### src/hw/rtl/csot_pkg.sv
`timescale 1ns / 1ps
`default_nettype none
// Package of the channel speed outlier tracker: sizes, status codes and register indexes.
// It depends on nothing and is used by every other file of the block.
package csot_pkg;

    localparam int MAX_CHANNELS = 16;
    localparam int IDX_W        = $clog2(MAX_CHANNELS);
    localparam int CNT_W        = $clog2(MAX_CHANNELS + 1);
    localparam int KEY_W        = 32;
    localparam int SPD_W        = 32;
    localparam int SUM_W        = SPD_W + IDX_W;
    localparam int NX_W         = SPD_W + CNT_W;
    localparam int VAR_W        = 2 * SUM_W + IDX_W;
    localparam int DEV_W        = 16;
    localparam int MINC_W       = 5;

    localparam int MUL_A_W      = VAR_W;
    localparam int MUL_B_W      = SUM_W;
    localparam int MUL_P_W      = MUL_A_W + MUL_B_W;
    localparam int MUL_CNT_W    = $clog2(MUL_B_W + 1);

    localparam int CFG_IDX_W    = 8;
    localparam int CFG_DATA_W   = 16;
    localparam logic [CFG_IDX_W-1:0] CFG_DEVIATION = 8'd0;
    localparam logic [CFG_IDX_W-1:0] CFG_MIN_COUNT = 8'd1;

    localparam logic [DEV_W-1:0]  DEV_RESET  = 16'd256;
    localparam logic [MINC_W-1:0] MINC_RESET = 5'd3;

    localparam logic OP_SPEED   = 1'b0;
    localparam logic OP_STARVED = 1'b1;

    localparam logic [2:0] ST_OK        = 3'd0;
    localparam logic [2:0] ST_EXHAUSTED = 3'd1;
    localparam logic [2:0] ST_STALLED   = 3'd2;
    localparam logic [2:0] ST_SLOW      = 3'd3;
    localparam logic [2:0] ST_SPLIT     = 3'd4;
    localparam logic [2:0] ST_STALL     = 3'd5;
    localparam logic [2:0] ST_FULL      = 3'd6;

    typedef logic [2:0] status_t;

endpackage
`default_nettype wire

### src/hw/rtl/csot_if.sv
`timescale 1ns / 1ps
`default_nettype none
// Channel interfaces of the tracker: update requests, results and register writes.
// They depend on csot_pkg for field widths.
interface csot_req_if
    import csot_pkg::*;
();
    logic             valid;
    logic             ready;
    logic             op;
    logic [KEY_W-1:0] channel;
    logic [SPD_W-1:0] speed;
    modport source (output valid, output op, output channel, output speed, input ready);
    modport sink   (input valid, input op, input channel, input speed, output ready);
endinterface

interface csot_rsp_if
    import csot_pkg::*;
();
    logic             valid;
    logic             ready;
    status_t          status;
    logic [KEY_W-1:0] target_channel;
    modport source (output valid, output status, output target_channel, input ready);
    modport sink   (input valid, input status, input target_channel, output ready);
endinterface

interface csot_cfg_if
    import csot_pkg::*;
();
    logic                  valid;
    logic                  ready;
    logic [CFG_IDX_W-1:0]  index;
    logic [CFG_DATA_W-1:0] data;
    modport source (output valid, output index, output data, input ready);
    modport sink   (input valid, input index, input data, output ready);
endinterface
`default_nettype wire

### src/hw/rtl/channel_speed_outlier_tracker.sv
`timescale 1ns / 1ps
`default_nettype none
// Top level of the channel speed outlier tracker: channel table, sequencer and z-score test.
// It depends on csot_pkg, the interfaces in csot_if and the shared multiplier csot_mul.
//
// Use: requests arrive on req (op, channel, speed); each one gives exactly one transfer on
// rsp (status, target_channel). Register writes arrive on cfg (index 0 deviation factor,
// index 1 minimum count) and are always taken; the user must make them only while the
// block is idle, as the block itself does not enforce it. The block takes one request at a
// time: req.ready is high only while it is idle. Every request first walks the 16-entry
// table, one entry per cycle, and a starved report, a removal, a full table or a test
// skipped by the count or the mean goes to the result straight after it. When the
// deviation test runs, each valid entry costs one pass of the shared bit-serial
// multiplier, followed by two more passes.
// The result sits in an output register; while the receiver stalls it holds, and the block
// waits with its next result but stays idle for a new request as soon as the register can
// take the one it has. Reset empties the table and loads the register reset values.
module channel_speed_outlier_tracker
    import csot_pkg::*;
(
    input  wire logic clk,
    input  wire logic rst_n,
    csot_req_if.sink   req,
    csot_rsp_if.source rsp,
    csot_cfg_if.sink   cfg
);

    localparam logic [3:0] S_IDLE   = 4'd0;
    localparam logic [3:0] S_SCAN   = 4'd1;
    localparam logic [3:0] S_DECIDE = 4'd2;
    localparam logic [3:0] S_CHECK  = 4'd3;
    localparam logic [3:0] S_VAR    = 4'd4;
    localparam logic [3:0] S_VMUL   = 4'd5;
    localparam logic [3:0] S_DIFF   = 4'd6;
    localparam logic [3:0] S_LMUL   = 4'd7;
    localparam logic [3:0] S_RSTART = 4'd8;
    localparam logic [3:0] S_RMUL   = 4'd9;
    localparam logic [3:0] S_OUT    = 4'd10;

    localparam logic [IDX_W-1:0] LAST_IDX = IDX_W'(MAX_CHANNELS - 1);

    logic [MAX_CHANNELS-1:0] valid_reg, valid_next;
    logic [KEY_W-1:0]        key_mem [MAX_CHANNELS];
    logic [SPD_W-1:0]        spd_mem [MAX_CHANNELS];
    logic                    wr_en;
    logic [IDX_W-1:0]        wr_idx;
    logic                    wr_key;

    logic [DEV_W-1:0]   dev_reg;
    logic [MINC_W-1:0]  minc_reg;

    logic [3:0]         state_reg, state_next;
    logic [IDX_W-1:0]   idx_reg, idx_next;
    logic               op_reg, op_next;
    logic [KEY_W-1:0]   ch_reg, ch_next;
    logic [SPD_W-1:0]   spd_reg, spd_next;
    logic               found_reg, found_next;
    logic [IDX_W-1:0]   match_reg, match_next;
    logic               free_reg, free_next;
    logic [IDX_W-1:0]   free_idx_reg, free_idx_next;
    logic [CNT_W-1:0]   n_reg, n_next;
    logic [SUM_W-1:0]   sum_reg, sum_next;
    logic               best_reg, best_next;
    logic [IDX_W-1:0]   best_idx_reg, best_idx_next;
    logic [SPD_W-1:0]   best_spd_reg, best_spd_next;
    logic [KEY_W-1:0]   best_key_reg, best_key_next;
    logic [VAR_W-1:0]   var_reg, var_next;
    logic [MUL_P_W-1:0] lhs_reg, lhs_next;
    status_t            res_st_reg, res_st_next;
    logic [KEY_W-1:0]   res_tgt_reg, res_tgt_next;

    logic               out_valid_reg, out_valid_next;
    status_t            out_st_reg, out_st_next;
    logic [KEY_W-1:0]   out_tgt_reg, out_tgt_next;

    logic               mul_start;
    logic [MUL_A_W-1:0] mul_a;
    logic [MUL_B_W-1:0] mul_b;
    logic               mul_done;
    logic [MUL_P_W-1:0] mul_p;

    logic               cur_valid;
    logic [KEY_W-1:0]   cur_key;
    logic [SPD_W-1:0]   cur_spd;
    logic [NX_W-1:0]    nx_full;
    logic [SUM_W-1:0]   nx;
    logic [SUM_W-1:0]   dev_abs;
    logic [NX_W-1:0]    ns_full;
    logic [SUM_W-1:0]   diff;
    logic [CNT_W-1:0]   n_minus1;
    logic [MUL_P_W-1:0] lhs_prod;

    csot_mul u_mul (
        .clk   (clk),
        .rst_n (rst_n),
        .start (mul_start),
        .a     (mul_a),
        .b     (mul_b),
        .done  (mul_done),
        .p     (mul_p)
    );

    assign cur_valid = valid_reg[idx_reg];
    assign cur_key   = key_mem[idx_reg];
    assign cur_spd   = spd_mem[idx_reg];
    assign nx_full   = NX_W'(n_reg) * NX_W'(cur_spd);
    assign nx        = nx_full[SUM_W-1:0];
    assign dev_abs   = (nx >= sum_reg) ? (nx - sum_reg) : (sum_reg - nx);
    assign ns_full   = NX_W'(n_reg) * NX_W'(spd_reg);
    assign diff      = sum_reg - ns_full[SUM_W-1:0];
    assign n_minus1  = n_reg - 1'b1;
    assign lhs_prod  = (MUL_P_W'(mul_p[2*SUM_W-1:0]) * MUL_P_W'(n_minus1)) << 16;

    assign req.ready      = (state_reg == S_IDLE);
    assign cfg.ready      = 1'b1;
    assign rsp.valid      = out_valid_reg;
    assign rsp.status     = out_st_reg;
    assign rsp.target_channel = out_tgt_reg;

    always_comb
    begin
        state_next    = state_reg;
        idx_next      = idx_reg;
        op_next       = op_reg;
        ch_next       = ch_reg;
        spd_next      = spd_reg;
        found_next    = found_reg;
        match_next    = match_reg;
        free_next     = free_reg;
        free_idx_next = free_idx_reg;
        n_next        = n_reg;
        sum_next      = sum_reg;
        best_next     = best_reg;
        best_idx_next = best_idx_reg;
        best_spd_next = best_spd_reg;
        best_key_next = best_key_reg;
        var_next      = var_reg;
        lhs_next      = lhs_reg;
        res_st_next   = res_st_reg;
        res_tgt_next  = res_tgt_reg;
        valid_next    = valid_reg;
        wr_en         = 1'b0;
        wr_idx        = match_reg;
        wr_key        = 1'b0;
        mul_start     = 1'b0;
        mul_a         = MUL_A_W'(dev_abs);
        mul_b         = dev_abs;
        out_valid_next = out_valid_reg;
        out_st_next    = out_st_reg;
        out_tgt_next   = out_tgt_reg;

        if (out_valid_reg && rsp.ready)
        begin
            out_valid_next = 1'b0;
        end

        case (state_reg)
            S_IDLE:
            begin
                if (req.valid)
                begin
                    op_next    = req.op;
                    ch_next    = req.channel;
                    spd_next   = req.speed;
                    idx_next   = '0;
                    found_next = 1'b0;
                    free_next  = 1'b0;
                    best_next  = 1'b0;
                    n_next     = '0;
                    sum_next   = '0;
                    state_next = S_SCAN;
                end
            end
            S_SCAN:
            begin
                if (cur_valid && cur_key == ch_reg)
                begin
                    found_next = 1'b1;
                    match_next = idx_reg;
                end
                else if (cur_valid)
                begin
                    n_next   = n_reg + 1'b1;
                    sum_next = sum_reg + SUM_W'(cur_spd);
                    if (!best_reg || cur_spd < best_spd_reg ||
                        (cur_spd == best_spd_reg && cur_key < best_key_reg))
                    begin
                        best_next     = 1'b1;
                        best_idx_next = idx_reg;
                        best_spd_next = cur_spd;
                        best_key_next = cur_key;
                    end
                end
                if (!cur_valid && !free_reg)
                begin
                    free_next     = 1'b1;
                    free_idx_next = idx_reg;
                end
                idx_next = idx_reg + 1'b1;
                if (idx_reg == LAST_IDX)
                begin
                    state_next = S_DECIDE;
                end
            end
            S_DECIDE:
            begin
                res_tgt_next = '0;
                state_next   = S_OUT;
                if (op_reg == OP_STARVED)
                begin
                    if (found_reg)
                    begin
                        valid_next[match_reg] = 1'b0;
                    end
                    if (best_reg)
                    begin
                        valid_next[best_idx_reg] = 1'b0;
                        res_tgt_next = best_key_reg;
                        res_st_next  = ST_SPLIT;
                    end
                    else
                    begin
                        res_st_next = ST_STALL;
                    end
                end
                else if (spd_reg == '1 || spd_reg == '0)
                begin
                    if (found_reg)
                    begin
                        valid_next[match_reg] = 1'b0;
                    end
                    res_st_next = (spd_reg == '0) ? ST_STALLED : ST_EXHAUSTED;
                end
                else if (found_reg || free_reg)
                begin
                    wr_en  = 1'b1;
                    wr_idx = found_reg ? match_reg : free_idx_reg;
                    wr_key = !found_reg;
                    valid_next[wr_idx] = 1'b1;
                    n_next     = n_reg + 1'b1;
                    sum_next   = sum_reg + SUM_W'(spd_reg);
                    state_next = S_CHECK;
                end
                else
                begin
                    res_st_next = ST_FULL;
                end
            end
            S_CHECK:
            begin
                res_st_next = ST_OK;
                idx_next    = '0;
                var_next    = '0;
                if (n_reg <= CNT_W'(minc_reg) && {1'b0, minc_reg} >= (MINC_W + 1)'(n_reg))
                begin
                    state_next = S_OUT;
                end
                else if (ns_full >= NX_W'(sum_reg))
                begin
                    state_next = S_OUT;
                end
                else
                begin
                    state_next = S_VAR;
                end
            end
            S_VAR:
            begin
                if (cur_valid)
                begin
                    mul_start  = 1'b1;
                    state_next = S_VMUL;
                end
                else if (idx_reg == LAST_IDX)
                begin
                    state_next = S_DIFF;
                end
                else
                begin
                    idx_next = idx_reg + 1'b1;
                end
            end
            S_VMUL:
            begin
                if (mul_done)
                begin
                    var_next = var_reg + mul_p[VAR_W-1:0];
                    idx_next = idx_reg + 1'b1;
                    state_next = (idx_reg == LAST_IDX) ? S_DIFF : S_VAR;
                end
            end
            S_DIFF:
            begin
                mul_start  = 1'b1;
                mul_a      = MUL_A_W'(diff);
                mul_b      = diff;
                state_next = S_LMUL;
            end
            S_LMUL:
            begin
                if (mul_done)
                begin
                    lhs_next   = lhs_prod;
                    state_next = S_RSTART;
                end
            end
            S_RSTART:
            begin
                mul_start  = 1'b1;
                mul_a      = var_reg;
                mul_b      = MUL_B_W'(MUL_B_W'(dev_reg) * MUL_B_W'(dev_reg));
                state_next = S_RMUL;
            end
            S_RMUL:
            begin
                if (mul_done)
                begin
                    res_st_next = (lhs_reg > mul_p) ? ST_SLOW : ST_OK;
                    state_next  = S_OUT;
                end
            end
            S_OUT:
            begin
                if (!out_valid_reg || rsp.ready)
                begin
                    out_valid_next = 1'b1;
                    out_st_next    = res_st_reg;
                    out_tgt_next   = res_tgt_reg;
                    state_next     = S_IDLE;
                end
            end
            default:
            begin
                state_next = S_IDLE;
            end
        endcase
    end

    always_ff @(posedge clk or negedge rst_n)
    begin
        if (!rst_n)
        begin
            state_reg     <= S_IDLE;
            valid_reg     <= '0;
            out_valid_reg <= 1'b0;
            dev_reg       <= DEV_RESET;
            minc_reg      <= MINC_RESET;
        end
        else
        begin
            state_reg     <= state_next;
            valid_reg     <= valid_next;
            out_valid_reg <= out_valid_next;
            if (cfg.valid && cfg.index == CFG_DEVIATION)
            begin
                dev_reg <= cfg.data[DEV_W-1:0];
            end
            if (cfg.valid && cfg.index == CFG_MIN_COUNT)
            begin
                minc_reg <= cfg.data[MINC_W-1:0];
            end
        end
    end

    always_ff @(posedge clk)
    begin
        idx_reg      <= idx_next;
        op_reg       <= op_next;
        ch_reg       <= ch_next;
        spd_reg      <= spd_next;
        found_reg    <= found_next;
        match_reg    <= match_next;
        free_reg     <= free_next;
        free_idx_reg <= free_idx_next;
        n_reg        <= n_next;
        sum_reg      <= sum_next;
        best_reg     <= best_next;
        best_idx_reg <= best_idx_next;
        best_spd_reg <= best_spd_next;
        best_key_reg <= best_key_next;
        var_reg      <= var_next;
        lhs_reg      <= lhs_next;
        res_st_reg   <= res_st_next;
        res_tgt_reg  <= res_tgt_next;
        out_st_reg   <= out_st_next;
        out_tgt_reg  <= out_tgt_next;
        if (wr_en)
        begin
            spd_mem[wr_idx] <= spd_reg;
            if (wr_key)
            begin
                key_mem[wr_idx] <= ch_reg;
            end
        end
    end

endmodule
`default_nettype wire

### src/hw/rtl/csot_mul.sv
`timescale 1ns / 1ps
`default_nettype none
// Shared shift-and-add multiplier of the tracker, one multiplier bit per cycle.
// It depends on csot_pkg for operand widths.
module csot_mul
    import csot_pkg::*;
(
    input  wire logic               clk,
    input  wire logic               rst_n,
    input  wire logic               start,
    input  wire logic [MUL_A_W-1:0] a,
    input  wire logic [MUL_B_W-1:0] b,
    output logic                    done,
    output logic [MUL_P_W-1:0]      p
);

    logic                 busy_reg, busy_next;
    logic                 done_reg, done_next;
    logic [MUL_CNT_W-1:0] cnt_reg, cnt_next;
    logic [MUL_P_W-1:0]   acc_reg, acc_next;
    logic [MUL_P_W-1:0]   mcand_reg, mcand_next;
    logic [MUL_B_W-1:0]   mplier_reg, mplier_next;

    always_comb
    begin
        busy_next   = busy_reg;
        done_next   = 1'b0;
        cnt_next    = cnt_reg;
        acc_next    = acc_reg;
        mcand_next  = mcand_reg;
        mplier_next = mplier_reg;
        if (start && !busy_reg)
        begin
            busy_next   = 1'b1;
            cnt_next    = MUL_CNT_W'(MUL_B_W);
            acc_next    = '0;
            mcand_next  = {{MUL_B_W{1'b0}}, a};
            mplier_next = b;
        end
        else if (busy_reg)
        begin
            if (mplier_reg[0])
            begin
                acc_next = acc_reg + mcand_reg;
            end
            mcand_next  = mcand_reg << 1;
            mplier_next = mplier_reg >> 1;
            cnt_next    = cnt_reg - 1'b1;
            if (cnt_reg == MUL_CNT_W'(1))
            begin
                busy_next = 1'b0;
                done_next = 1'b1;
            end
        end
    end

    always_ff @(posedge clk or negedge rst_n)
    begin
        if (!rst_n)
        begin
            busy_reg <= 1'b0;
            done_reg <= 1'b0;
            cnt_reg  <= '0;
        end
        else
        begin
            busy_reg <= busy_next;
            done_reg <= done_next;
            cnt_reg  <= cnt_next;
        end
    end

    always_ff @(posedge clk)
    begin
        acc_reg    <= acc_next;
        mcand_reg  <= mcand_next;
        mplier_reg <= mplier_next;
    end

    assign done = done_reg;
    assign p    = acc_reg;

endmodule
`default_nettype wire
### src/flat_wrapper.sv
// flat-port wrapper written by rule: the top's interface ports become plain ports
module channel_speed_outlier_tracker_flat import csot_pkg::*;
  (clk, rst_n, req_valid, req_op, req_channel, req_speed, req_ready, rsp_valid, rsp_status, rsp_target_channel, rsp_ready, cfg_valid, cfg_index, cfg_data, cfg_ready);
  csot_req_if req_i ();
  csot_rsp_if rsp_i ();
  csot_cfg_if cfg_i ();
  input  wire logic clk;
  input  wire logic rst_n;
  input wire logic [$bits(req_i.valid)-1:0] req_valid;
  input wire logic [$bits(req_i.op)-1:0] req_op;
  input wire logic [$bits(req_i.channel)-1:0] req_channel;
  input wire logic [$bits(req_i.speed)-1:0] req_speed;
  output wire logic [$bits(req_i.ready)-1:0] req_ready;
  output wire logic [$bits(rsp_i.valid)-1:0] rsp_valid;
  output wire logic [$bits(rsp_i.status)-1:0] rsp_status;
  output wire logic [$bits(rsp_i.target_channel)-1:0] rsp_target_channel;
  input wire logic [$bits(rsp_i.ready)-1:0] rsp_ready;
  input wire logic [$bits(cfg_i.valid)-1:0] cfg_valid;
  input wire logic [$bits(cfg_i.index)-1:0] cfg_index;
  input wire logic [$bits(cfg_i.data)-1:0] cfg_data;
  output wire logic [$bits(cfg_i.ready)-1:0] cfg_ready;
  assign req_i.valid = req_valid;
  assign req_i.op = req_op;
  assign req_i.channel = req_channel;
  assign req_i.speed = req_speed;
  assign req_ready = req_i.ready;
  assign rsp_valid = rsp_i.valid;
  assign rsp_status = rsp_i.status;
  assign rsp_target_channel = rsp_i.target_channel;
  assign rsp_i.ready = rsp_ready;
  assign cfg_i.valid = cfg_valid;
  assign cfg_i.index = cfg_index;
  assign cfg_i.data = cfg_data;
  assign cfg_ready = cfg_i.ready;
  channel_speed_outlier_tracker u_core (.clk(clk), .rst_n(rst_n), .req(req_i), .rsp(rsp_i), .cfg(cfg_i));
endmodule
### config.mk
export PLATFORM = sky130hd
export DESIGN_NAME = channel_speed_outlier_tracker_flat
export DESIGN_NICKNAME = d
export VERILOG_FILES = /design/src/hw/rtl/csot_pkg.sv /design/src/hw/rtl/csot_if.sv /design/src/hw/rtl/channel_speed_outlier_tracker.sv /design/src/hw/rtl/csot_mul.sv /design/src/flat_wrapper.sv
export SDC_FILE = /design/constraint.sdc
export NUM_CORES = 2
export LEC_CHECK = 0
export BUFFER_PORTS_ARGS = -buffer_cell sky130_fd_sc_hd__buf_4
export CAP_MARGIN = 0
export CORE_ASPECT_RATIO = 1.2
export CORE_UTILIZATION = 60
export CTS_BUF_LIST = sky130_fd_sc_hd__clkbuf_8
export DETAILED_ROUTE_END_ITERATION = 16
export GPL_TIMING_DRIVEN = 0
export MAX_ROUTING_LAYER = met4
export PLACE_DENSITY = 0.83
export SLEW_MARGIN = 30
export SYNTH_ARGS = -nofsm -noshare
export SYNTH_HDL_FRONTEND = slang
export SYNTH_HIERARCHICAL = 1
export SYNTH_SLANG_ARGS = --single-unit
### constraint.sdc
create_clock -name clk -period 20.5 [get_ports clk]
set_clock_uncertainty 0.1 [all_clocks]
set_input_delay 2.05 -clock clk [delete_from_list [all_inputs] [get_ports clk]]
set_output_delay 2.05 -clock clk [all_outputs]
set_load 0.005 [all_outputs]
; After elaboration in Yosys (flattened, before gate mapping)
; Memory sizes are Yosys's and may differ from the RTL's. A register that Yosys moved wholly into a read port is not among the register bits.
; Index checks and enable logic that the tools add are counted.
[classes]
addsub = 11
mul = 4
magnitude_cmp = 14
eq_ne = 34
mux = 108
n_bitwise = 6
reduce_logical = 50
[op_table]
columns = op, count
row1 = $mux W36, 9
row2 = $pmux W76 S2, 2
row3 = $mux W76, 3
row4 = $add A112 B112 Y112, 1
row5 = $gt A93 B112 Y1, 1
row6 = $mux W16, 7
row7 = $pmux W36 S3, 1
row8 = $sub A36 B36 Y36, 3
row9 = $mux W4, 24
row10 = $mul A72 B5 Y77, 1
row11 = $add A76 B76 Y76, 1
row12 = $add A36 B32 Y36, 2
row13 = $pmux W36 S2, 1
row14 = $eq A32 B32 Y1, 2
row15 = $lt A32 B32 Y1, 2
row16 = $pmux W4 S11, 1
row17 = $ge A37 B36 Y1, 1
row18 = $mul A5 B32 Y37, 1
row19 = $ge A36 B36 Y1, 1
row20 = $mul A5 B32 Y36, 1
row21 = $mux W1, 34
row22 = $and A16 B16 Y16, 2
row23 = $eq A32 B32 Y1 const B, 1
row24 = $logic_not A32 Y1, 1
row25 = 46 further kinds, 124
[totals]
regBits = 722
ramBits = 1024
output_inout_bits = 38
n_memories = 2
[memory_table]
columns = memory, depth, width, read_ports, rd_clocked_by_memory_dff, write_ports, line_no
row1 = u_core.key_mem, 16, 32, 1, 1, 1, channel_speed_outlier_tracker.sv:43  ; logic [KEY_W-1:0] key_mem [MAX_CHANNELS];
row2 = u_core.spd_mem, 16, 32, 1, 1, 1, channel_speed_outlier_tracker.sv:44  ; logic [SPD_W-1:0] spd_mem [MAX_CHANNELS];

; Longest topological paths before layout
[depth]
depth_word = 12
mapped_depth = 45
depth_no_buf = 35

; Cells and area by module
; The synthesis kept the hierarchy.
[modules_own_cells]
columns = mod, instances, cells_per_inst, area_per_inst_um2, seq_area_each_um2
row1 = channel_speed_outlier_tracker, 1, 8482, 100592.7, 44256.2
row2 = csot_mul, 1, 2251, 17451.7, 6526.3

; Least setup slack after synthesis
; OpenSTA, ideal clock, no wires.
[synth_path]
kind = register to register
startpoint = register with a tool-made name
endpoint = register u_core.u_mul.mcand_reg[33] (data pin)
arrival_time_ns = 9.942
t_required_ns = 20.147
path_slack_ns = 10.205
stages_incl_launch_ff = 43
synth_period_minus_slack_ns = 10.295
path_cell_list = dfxtp_1 > buf_6 > buf_12 > buf_4 > buf_2 > buf_2 > clkbuf_1 > buf_2 > mux4_2 > mux4_2 > and2_1 > fa_1 > fa_1 > inv_1 > fa_1 > inv_1 > ha_1 > o21a_1 > [7 not listed] > mux2_2 > or2_2 > ha_1 > inv_1 > nor3_1 > nand2_1 > nor3_1 > o21ai_1 > nand4_1 > a21o_1 > buf_2 > buf_1 > nand2_1 > a31oi_1 > mux2i_1 > a221o_1 > nand2_1 > nand2_1
[synth_rtl]
columns = element, line_no
row1 = to (signal assigned), csot_mul.sv:76  ; mcand_reg <= mcand_next;
row2 = to (decl), csot_mul.sv:21  ; logic [MUL_P_W-1:0] mcand_reg, mcand_next;

==> run_results.csv <==
group,metric,value,unit
run_status,status,"completed",
synthesis,yosys.area_share.adder,17.8,%
floorplanning,dieArea,0.199,mm²
power,p_leak,53.7,nW
timing,period_share,70.5,%
timing,worstMarginPinSlew,1.17,ns
global_routing,grt_usage,39.2,%
clocking,htreeDepth,5,
clocking,root_buffer,"clkbuf_8",
setup_path,worstPathArrival,15.14,ns
global_routing,antenna_found_initial,13,
cells_and_area,syn2layout_area_growth,10.4,%
clocking,cts_tree,"done",
timing,rsz0062_at_grt,"no",
floorplanning,die_w,407,µm
power,ir_drop,246,µV
timing,max_freq,69.2,MHz
synthesis,synth-async-reset-ratio,2.86,%
global_routing,grt_pass1_wl,561,mm
detailed_routing,viasPerCell,6.51,
global_routing,grt_overflow,0,
synthesis,synth_top_area_cell,"edfxtp_1",
hold_path,hold_path_class,"register to register",
power,p_comb_share,23.0,%
power,p_sw_share,30.9,%
floorplanning,core,0.196,mm²
synthesis,synth_top_area_share,39.4,%
setup_path,crit_type,"register to register",
clocking,cts_buffer_depth,4,
setup_path,r2r_setup_slack,6.04,ns
detailed_routing,first_pass_iters,8,
detailed_routing,drt-wirelength-per-cell,26.9,µm
synthesis,ys_seq_elements,1750,
timing,fin_crit,14.46,ns
power,power.density,68.8,mW/mm²
setup_path,max_stage_delay,0.88,ns
clocking,ctsHoldBuffers,0,
cells_and_area,post-route-util,66.6,%
cells_and_area,final_net_count,12695,
cells_and_area,drive_gt1_share,9.93,%
setup_path,reg2regPathDepth,41,
clocking,cts_made_buffers,292,
setup_path,cp-start-kind,"register",
clocking,cts_setup_buffers,0,
global_routing,grt_max_degree,74,
synthesis,synthTopCellsByArea,"edfxtp_1 39%, fa_1 9.5%, ha_1 8.3%",
timing,finalSetupTns,0,ns
setup_path,required,21.19,ns
synthesis,syn_nets,12170,
setup_path,timing.rr.end,"u_core/u_mul/mcand_reg[33]",
setup_path,endpoint,"u_core/u_mul/mcand_reg[33]",
synthesis,yosysUniqueCellTypes,100,
power,p_int,6.20,mW
timing,slew_headroom,21.8,%
detailed_routing,drtIter0Drc,10887,
setup_path,critical_path.max_fanout,10,
floorplanning,initial_core_util,60.3,%
detailed_routing,ant_nets,0,
floorplanning,die_y,488,µm
placement,place_hpwl,281,mm
timing,setup_viol,0,
clocking,cts_resized,0,
power,netSwitchingPower,2.77,mW
synthesis,dominantRegCellSynth,"edfxtp_1",
global_routing,grt_pass1_vias,92206,
timing,slew_violations,0,
synthesis,synthXorXnorAreaFrac,3.31,%
synthesis,syn_area,0.118,mm²
setup_path,slowest_stage,"clkbuf_1",
synthesis,postSynthAreaPerCell,11.0,µm²
synthesis,yosysSeqAreaShare,43.0,%
synthesis,yosys-mux-area-fraction,6.78,%
clocking,clk_latency,1.11,ns
floorplanning,ios,132,
synthesis,synth_compound_area_share,11.7,%
clocking,clk_pin_slew,0.07,ns
power,power_frac_clock,34.3,%
flow_run,maxCapViolations,0,
timing,hold_viol,0,
setup_path,cp_common_cell,"buf_2",
detailed_routing,vias,91671,
setup_path,end_kind,"register",
detailed_routing,routed_wl,379,mm
cells_and_area,top_regs,"u_core/key_mem (512), u_core/spd_mem (512)",
placement,gp_congestion,1.06,
detailed_routing,drc,0,
synthesis,synthesis.instances,10733,
power,pwr-share-seq,42.7,%
synthesis,synth_top_family_by_area,"adder cells",
synthesis,synth-simple-area-share,12.7,%
clocking,clock-sinks,1750,
placement,port_buffers,130,
synthesis,ys.warnings.count,6,
synthesis,synth-edff-count,1548,
floorplanning,num_rows,178,
per-stage QoR:
stage | instance area, µm² | hold WS (ns) | std cells | total power, mW | worst slack, ns
floorplan | 118000 | 0.300 | 10733 | 5.27 | 10.21
global placement | 122000 | 0.306 | 13473 | 5.87 | 7.01
detailed placement | 125000 | 0.305 | 13570 | 5.91 | 6.75
CTS | 130000 | 0.275 | 14065 | 8.97 | 6.65
global route | 130000 | 0.283 | 14079 | 9.33 | 5.84
finish | 130000 | 0.259 | 14080 | 8.97 | 6.04
cells in the final DEF, fill, tap and decap left out, types with 329 or more instances in the layout:
master,count
a21o_1,380
nor2_1,566
fa_1,559
nand2_1,1307
inv_1,1045
and2_1,329
clkbuf_1,365
a21oi_1,666
o21ai_0,417
edfxtp_1,1548
ha_1,784
metal layers:
metal	wire length, µm	vias to the layer above	track usage (%)
met5	0	-	-
met4	28100	0	24.9
met3	38900	1649	7.88
met2	180000	6095	62.3
met1	132000	44543	45.5
li1	-	39384	-
cell type report:
type                            count  area, µm²
Clock inverter                    186       1220
Fill cell                       13820      65400
Timing Repair Buffer              231       3150
Clock buffer                      309       4250
Sequential cell                  1750      50800
Antenna cell                       11       27.5
Tap cell                         2610       3270
Inverter                          968       3640
Buffer                            453       1860
Multi-Input combinational cell   7562      62200
power by group through the flow:
stage	Clock (mW)	Sequential, mW	Combinational (mW)
2_1_floorplan	0	3.90	1.37
3_3_place_gp	0	3.91	1.96
3_5_place_dp	0	3.91	2.01
4_1_cts	3.10	3.83	2.03
5_1_grt	3.25	3.83	2.25
6_report	3.08	3.83	2.06
kinds of logic (layout without fill, tap and decap cells):
group | after synthesis | count (layout)
adder cells (fa/ha/maj) | 1343 | 1343
flip-flops | 1750 | 1750
multiplexers | 410 | 410
buffers and inverters | 1421 | 2147
XOR/XNOR | 445 | 445
AND/OR/NAND/NOR | 3194 | 3194
AO/OA/AOI/OAI | 2169 | 2169
other | 1 | 12
synthesized netlist by cell type (all sizes together), types with 20 or more instances:
cell,count
a211oi,71
a21boi,30
a21o,380
a21oi,668
a221oi,20
a31oi,64
and2,330
and3,129
buf,76
clkbuf,377
dfrtp,47
dfxtp,152
edfxtp,1548
fa,559
ha,784
inv,967
mux2,54
mux2i,52
mux4,304
nand2,1307
nand2b,116
nand3,117
nand4,164
nor2,602
nor2b,131
nor3,133
nor4,47
o211ai,54
o21a,69
o21ai,436
o21bai,99
o22ai,23
o31ai,45
or2,26
or3,42
xnor2,277
xor2,168
critical path, delay by kind of cell, from the launching register on:
kind,cells,cell delay (ns)
AND/OR/NAND/NOR,9,2.23
adder cells (fa/ha/maj),5,2.35
AO/OA/AOI/OAI,12,2.51
flip-flops,1,0.52
multiplexers,4,1.65
buffers and inverters,11,4.79
how the worst min path moves through the flow:
stage	start	end	slack, ns	cells after the start
after floorplan	u_core/res_st_reg[0]	u_core/rsp.status[0]	0.30	0
after global placement	u_core/res_tgt_reg[4]	u_core/rsp.target_channel[4]	0.31	0
after detailed placement	u_core/res_tgt_reg[28]	u_core/rsp.target_channel[28]	0.30	0
after CTS	u_core/res_tgt_reg[6]	u_core/rsp.target_channel[6]	0.27	0
after global routing	u_core/res_tgt_reg[6]	u_core/rsp.target_channel[6]	0.28	0
final	u_core/res_tgt_reg[6]	u_core/rsp.target_channel[6]	0.26	0
Note: power is estimated with default switching activity, not from simulation.
